$ cat config.mk
export PLATFORM = sky130hd
export DESIGN_NAME = bounded_array_list
export DESIGN_NICKNAME = d
export VERILOG_FILES = /design/src/hw/rtl/bal_pkg.sv /design/src/hw/rtl/bal_cell.sv /design/src/hw/rtl/bounded_array_list.sv
export SDC_FILE = /design/constraint.sdc
export NUM_CORES = 2
export LEC_CHECK = 0
export BUFFER_PORTS_ARGS = -buffer_cell sky130_fd_sc_hd__buf_2
export CAP_MARGIN = 20
export CORE_MARGIN = 2
export CORE_UTILIZATION = 25
export DETAILED_ROUTE_END_ITERATION = 12
export GPL_TIMING_DRIVEN = 0
export SYNTH_ARGS = -nofsm -noshare
export SYNTH_HDL_FRONTEND = slang
export SYNTH_SLANG_ARGS = --single-unit
$ cat constraint.sdc
create_clock -name clock -period 20.2 [get_ports clock]
set_input_delay 3.03 -clock clock [delete_from_list [all_inputs] [get_ports clock]]
set_output_delay 3.03 -clock clock [all_outputs]
set_load 0.02 [all_outputs]
$ cat src/hw/rtl/bal_pkg.sv
// Shared constants, opcodes and types for the bounded array list.
`timescale 1ns / 1ps
package bal_pkg;

   localparam int DEPTH    = 16;
   localparam int IDX_W    = $clog2(DEPTH);
   localparam int CNT_W    = $clog2(DEPTH + 1);
   localparam int VALUE_W  = 32;
   localparam int OPCODE_W = 2;
   localparam int POS_W    = 5;
   localparam int FPOS_W   = 4;
   localparam int COUNT_W  = 5;
   localparam int CMP_W    = (CNT_W > POS_W) ? CNT_W : POS_W;

   localparam logic [OPCODE_W-1:0] OP_INSERT = 2'd0;
   localparam logic [OPCODE_W-1:0] OP_REMOVE = 2'd1;
   localparam logic [OPCODE_W-1:0] OP_SEARCH = 2'd2;

   typedef struct packed {
      logic               ins;
      logic               rem;
      logic [CMP_W-1:0]   pos;
      logic [CMP_W-1:0]   count;
      logic [VALUE_W-1:0] value;
   } cell_ctrl_type;

endpackage

$ cat src/hw/rtl/bal_cell.sv
// One list cell: holds one entry, shifts to/from its neighbours, compares against the key.
`timescale 1ns / 1ps
module bal_cell
   import bal_pkg::*;
(
   input  logic               clock,
   input  logic [CMP_W-1:0]   cell_index,
   input  cell_ctrl_type      ctrl,
   input  logic [VALUE_W-1:0] left_value,
   input  logic [VALUE_W-1:0] right_value,
   output logic [VALUE_W-1:0] entry_value,
   output logic               match
);

   logic [VALUE_W-1:0] entry_ff;
   logic [VALUE_W-1:0] entry_in;

   always_comb begin
      entry_in = entry_ff;
      if (ctrl.ins) begin
         if (cell_index == ctrl.pos) begin
            entry_in = ctrl.value;
         end else if (cell_index > ctrl.pos && cell_index <= ctrl.count) begin
            entry_in = left_value;
         end
      end else if (ctrl.rem) begin
         if (cell_index >= ctrl.pos && (cell_index + 1'b1) < ctrl.count) begin
            entry_in = right_value;
         end
      end
   end

   always_ff @(posedge clock) begin
      entry_ff <= entry_in;
   end

   assign entry_value = entry_ff;
   assign match       = (cell_index < ctrl.count) && (entry_ff == ctrl.value);

endmodule

$ cat src/hw/rtl/bounded_array_list.sv
// Top level of the bounded array list: operation decode, cell chain and result register.
// A result beat is valid in the cycle after the request beat is accepted.
// Throughput: one operation per cycle while rsp_ready stays high; every operation
// (insert shift, remove shift, search compare) is applied to the cell chain in the cycle that accepts it.
// Reset clears the entry count and the result valid; entry storage is not cleared.
`timescale 1ns / 1ps
module bounded_array_list
   import bal_pkg::*;
(
   input  logic                       clock,
   input  logic                       reset,
   input  logic                       req_valid,
   output logic                       req_ready,
   input  logic [OPCODE_W-1:0]        req_opcode,
   input  logic signed [VALUE_W-1:0]  req_value,
   input  logic [POS_W-1:0]           req_position,
   output logic                       rsp_valid,
   input  logic                       rsp_ready,
   output logic                       rsp_status,
   output logic signed [VALUE_W-1:0]  rsp_value_out,
   output logic [FPOS_W-1:0]          rsp_found_position,
   output logic [COUNT_W-1:0]         rsp_count,
   output logic                       rsp_is_full,
   output logic                       rsp_is_empty
);

   logic [CNT_W-1:0]   count_ff;
   logic [CNT_W-1:0]   count_in;
   logic               rsp_valid_ff;
   logic               rsp_valid_in;
   logic               status_ff;
   logic               status_in;
   logic [VALUE_W-1:0] value_out_ff;
   logic [VALUE_W-1:0] value_out_in;
   logic [FPOS_W-1:0]  fpos_ff;
   logic [FPOS_W-1:0]  fpos_in;

   cell_ctrl_type      ctrl;
   logic [VALUE_W-1:0] cell_value [DEPTH];
   logic [DEPTH-1:0]   cell_match;

   logic               fire;
   logic [CMP_W-1:0]   pos_ext;
   logic [CMP_W-1:0]   cnt_ext;
   logic               ins_ok;
   logic               rem_ok;
   logic               hit;
   logic [IDX_W-1:0]   hit_idx;
   logic [VALUE_W-1:0] removed;

   assign req_ready = !rsp_valid_ff || rsp_ready;
   assign fire      = req_valid && req_ready;
   assign pos_ext   = CMP_W'(req_position);
   assign cnt_ext   = CMP_W'(count_ff);

   always_comb begin
      ins_ok = (req_opcode == OP_INSERT) && (cnt_ext < CMP_W'(DEPTH)) && (pos_ext <= cnt_ext);
      rem_ok = (req_opcode == OP_REMOVE) && (count_ff != '0) && (pos_ext < cnt_ext);
      hit    = |cell_match;

      ctrl.ins   = fire && ins_ok;
      ctrl.rem   = fire && rem_ok;
      ctrl.pos   = pos_ext;
      ctrl.count = cnt_ext;
      ctrl.value = req_value;

      hit_idx = '0;
      for (int i = DEPTH - 1; i >= 0; i--) begin
         if (cell_match[i]) begin
            hit_idx = IDX_W'(i);
         end
      end

      removed = '0;
      for (int i = 0; i < DEPTH; i++) begin
         if (CMP_W'(i) == pos_ext) begin
            removed = cell_value[i];
         end
      end
   end

   genvar g;
   generate
      for (g = 0; g < DEPTH; g++) begin : g_cell
         logic [VALUE_W-1:0] left_value;
         logic [VALUE_W-1:0] right_value;
         if (g == 0) begin : g_first
            assign left_value = '0;
         end else begin : g_left
            assign left_value = cell_value[g-1];
         end
         if (g == DEPTH - 1) begin : g_last
            assign right_value = '0;
         end else begin : g_right
            assign right_value = cell_value[g+1];
         end
         bal_cell u_cell (
            .clock       (clock),
            .cell_index  (CMP_W'(g)),
            .ctrl        (ctrl),
            .left_value  (left_value),
            .right_value (right_value),
            .entry_value (cell_value[g]),
            .match       (cell_match[g])
         );
      end
   endgenerate

   always_comb begin
      count_in     = count_ff;
      rsp_valid_in = rsp_valid_ff && !rsp_ready;
      status_in    = status_ff;
      value_out_in = value_out_ff;
      fpos_in      = fpos_ff;
      if (fire) begin
         rsp_valid_in = 1'b1;
         status_in    = 1'b1;
         value_out_in = '0;
         fpos_in      = '0;
         unique case (req_opcode)
            OP_INSERT: begin
               if (ins_ok) begin
                  status_in = 1'b0;
                  count_in  = count_ff + 1'b1;
               end
            end
            OP_REMOVE: begin
               if (rem_ok) begin
                  status_in    = 1'b0;
                  value_out_in = removed;
                  count_in     = count_ff - 1'b1;
               end
            end
            OP_SEARCH: begin
               if (hit) begin
                  status_in = 1'b0;
                  fpos_in   = FPOS_W'(hit_idx);
               end
            end
            default: begin
               status_in = 1'b1;
            end
         endcase
      end
   end

   always_ff @(posedge clock) begin
      if (reset) begin
         count_ff     <= '0;
         rsp_valid_ff <= 1'b0;
      end else begin
         count_ff     <= count_in;
         rsp_valid_ff <= rsp_valid_in;
      end
   end

   always_ff @(posedge clock) begin
      status_ff    <= status_in;
      value_out_ff <= value_out_in;
      fpos_ff      <= fpos_in;
   end

   assign rsp_valid          = rsp_valid_ff;
   assign rsp_status         = status_ff;
   assign rsp_value_out      = value_out_ff;
   assign rsp_found_position = fpos_ff;
   assign rsp_count          = COUNT_W'(count_ff);
   assign rsp_is_full        = (CMP_W'(count_ff) == CMP_W'(DEPTH));
   assign rsp_is_empty       = (count_ff == '0);

   a_count_bound: assert property (@(posedge clock) disable iff (reset)
      CMP_W'(count_ff) <= CMP_W'(DEPTH))
      else $error("entry count above capacity");

   a_accept_gives_rsp: assert property (@(posedge clock) disable iff (reset)
      fire |=> rsp_valid_ff)
      else $error("accepted beat gave no result");

   a_count_step: assert property (@(posedge clock) disable iff (reset)
      !fire |=> $stable(count_ff))
      else $error("entry count moved without a request beat");

   a_flags_exclusive: assert property (@(posedge clock) disable iff (reset)
      rsp_valid_ff |-> !(rsp_is_full && rsp_is_empty))
      else $error("full and empty both set");

endmodule
==> impl_metrics.yaml <==
setup_path:
  required_ns: 20.62
  end_kind: "register"
  cp_slowest_cell: "clkbuf_1"
  cp_cell_sequence: "buf_2, buf_4, inv_1, clkbuf_1, ha_1, nor2b_1, o21a_1, o21a_1, o21ai_1, nand2b_1, a21oi_4, nand2_2, buf_4, buf_6, a2111oi_2, buf_4, buf_2, buf_4, buf_4, buf_2, buf_2, buf_4"
  critPathTopFamily: "buffers and inverters"
  crit_type: "input port to register"
  cp.arrival_ns: 8.34
  critPathMaxStageDelay_ns: 0.49
  crit_fanout: 10
  critPathBufInv: 13
  cp_common_cell: "buf_4"
  critPathLaunchType: "input port"
pwr:
  p_leak_nw: 16.11
  power.total_mw: 3.038
  p_per_area_mw_per_mm2: 69.10
  irDropWorstVdd_mv: 0.06291
sta:
  fin_skew_ns: 0.03661
  tns_ns: 0
  period_needed_ns: 7.917
  whs_ns: 0.5167
  drv_slew: 0
  post-route-period-util_pct: 39.19
  tightest_slew_ns: 1.338
  max_freq_mhz: 126.3
  rsz0062_at_grt: "false"
  setup_violations: 0
  hold_violations: 0
  relSlewSlack_pct: 9.980
synthesis:
  yosysMostFrequentCell: "nand2_1"
  synth_cell_types: 67
  synth_top_area_share_pct: 43.52
  async_flop_share_pct: 0
  ys_seq_area_share_pct: 43.83
  synthCells: 4150
  synthesis.nets: 4203
  synthTopCellsByCount: "nand2_1, edfxtp_1, xor2_1"
  ys_ff_latch: 555
  syn_area_per_cell_sq_um: 9.129
  synthFlopType: "edfxtp_1"
  yosys-top-cells-area: "edfxtp_1, nand2_1, xor2_1"
  yosysTopAreaCell: "edfxtp_1"
  yosysWarnings: 0
  synth_edf_count: 549
  netlist_area_sq_mm: 0.03789
clock_network:
  numCtsBuffers: 75
  cts_setup_buffers: 0
  cts_root_buf: "clkbuf_16"
  hold_buffers: 0
  clkSinkCount: 555
  clk_latency_ns: 0.71
  clk_pin_slew_worst_paths_ns: 0.06
  clk_path_buf_depth: 3
  cts_tree: "yes"
  htree_levels: 3
  cts_resized: 0
detailed_routing:
  antenna_left: 0
  vias: 38330
  drt_iter0_drc: 6651
  drt-pass1-iter-count: 7
  wl_per_cell_um: 39.04
  vias_per_cell: 5.972
  routed_wl_mm: 250.6
  drc: 0
grt:
  use_met1_pct: 40.96
  antenna_found_initial: 11
  grt_max_degree: 29
  busiest_layer: "met2"
  grtUsageMet3_pct: 8.489
  grt_pass1_vias: 35600
  grt_pass1_wl_mm: 326.7
  grtUsageMet2_pct: 46.85
  overflow: 0
  grt_use_total_pct: 31.52
placement:
  placed_area_sq_mm: 0.04148
  numPortBuffers: 56
  dpl.hpwl_mm: 199.0
  gp_congestion: 1.091
job:
  drv_cap: 0
floorplan:
  dieArea_sq_mm: 0.1547
  start_util_pct: 25.23
  chipWidth_um: 393.3
  die_y_um: 393.3
  num_rows: 142
  pin_count: 89
  fp.coreArea_sq_mm: 0.1501
cells_and_area:
  synthToLayoutAreaGrowth_pct: 16.03
  postLayoutCoreUtil_pct: 29.28
  nFillCells: 16020
  final_area_sq_mm: 0.04396
  seq_area_sq_mm: 0.01661
  drive_above_1_share_pct: 12.29
  multi_input_area_sq_mm: 0.01932
  nets: 4393
min_path:
  hp-class: "register to register"
run_status:
  status: "complete, no violations"
cell families after synthesis:
group	synth area share (%)
and+or+nand+nor	16.43
adders and majority gates	0.3303
buffers and inverters	5.598
AOI/OAI and AO/OA	15.16
DFF	43.83
muxes	6.770
xor gates and xnor gates	11.88
state kept, by name, indices dropped and copies added, names as in the netlist:
name,cells
rsp_valid,1
g_cell.u_cell.entry_value,512
rsp_found_position,4
rsp_value_out,32
rsp_count,5
rsp_status,1
worst register-to-register path, delay by kind of cell, from the launching register on:
kind | cells | cell delay [ns]
DFF | 1 | 0.60
adders and majority gates | 1 | 0.37
buffers and inverters | 10 | 2.51
and+or+nand+nor | 3 | 0.70
AOI/OAI and AO/OA | 5 | 1.10
per-stage QoR:
stage                     setup slack [ns]  cells
after floorplan                      9.528   4150
after global placement              0.2973   6222
after detailed placement             11.58   6274
after CTS                            12.43   6412
after global routing                 12.29   6417
final                                12.28   6418
where the power goes:
group          total, mW  switching [mW]  leakage [nW]  internal, mW
Combinational      0.382           0.294          9.95        0.0879
Clock               1.40           0.614          1.18         0.781
Sequential          1.26         0.00269          4.99          1.26
Total               3.04           0.911          16.1          2.13
final timing paths:
path / slack [ns] / to / from / depth (start not counted)
max: 12.28 / g_cell[0].u_cell.entry_value[14] / req_position[0] / 22
max reg2reg: 14.66 / g_cell[0].u_cell.entry_value[14] / rsp_count[1] / 19
min reg2reg: 0.52 / rsp_valid / rsp_valid / 2
min: 0.52 / rsp_valid / rsp_valid / 2
cells in the final DEF, fill, tap and decap left out, types with 63 or more instances in the layout:
master and count:
clkbuf_16 78, nand4_1 63, buf_2 228, buf_4 68
a31oi_1 284, mux2i_1 209, nand2_1 902, nor4_1 84
xnor2_1 191, a21oi_1 114, nor2_1 298, xor2_1 323
edfxtp_1 549, clkbuf_1 196, o21ai_0 258
area by class of cell:
class                      count  area share, %
multi-input combinational   3163          43.95
timing repair buffer         113          2.220
clock inverter                41         0.8368
inverter                      14         0.1195
sequential                   555          37.78
antenna                        1       0.005692
buffer                       418          4.708
tap                         2016          5.738
clock buffer                  97          4.648
layer usage:
metal  routed length (um)  vias to the layer above  share of wire (%)
li1                     -                    15320                  -
met1                97920                    19150                 39
met2               105200                     3194                 42
met3                30050                      648                 12
met4                17260                       14                6.9
met5                   84                        -              0.034
Power figures use the tool's default switching activity.
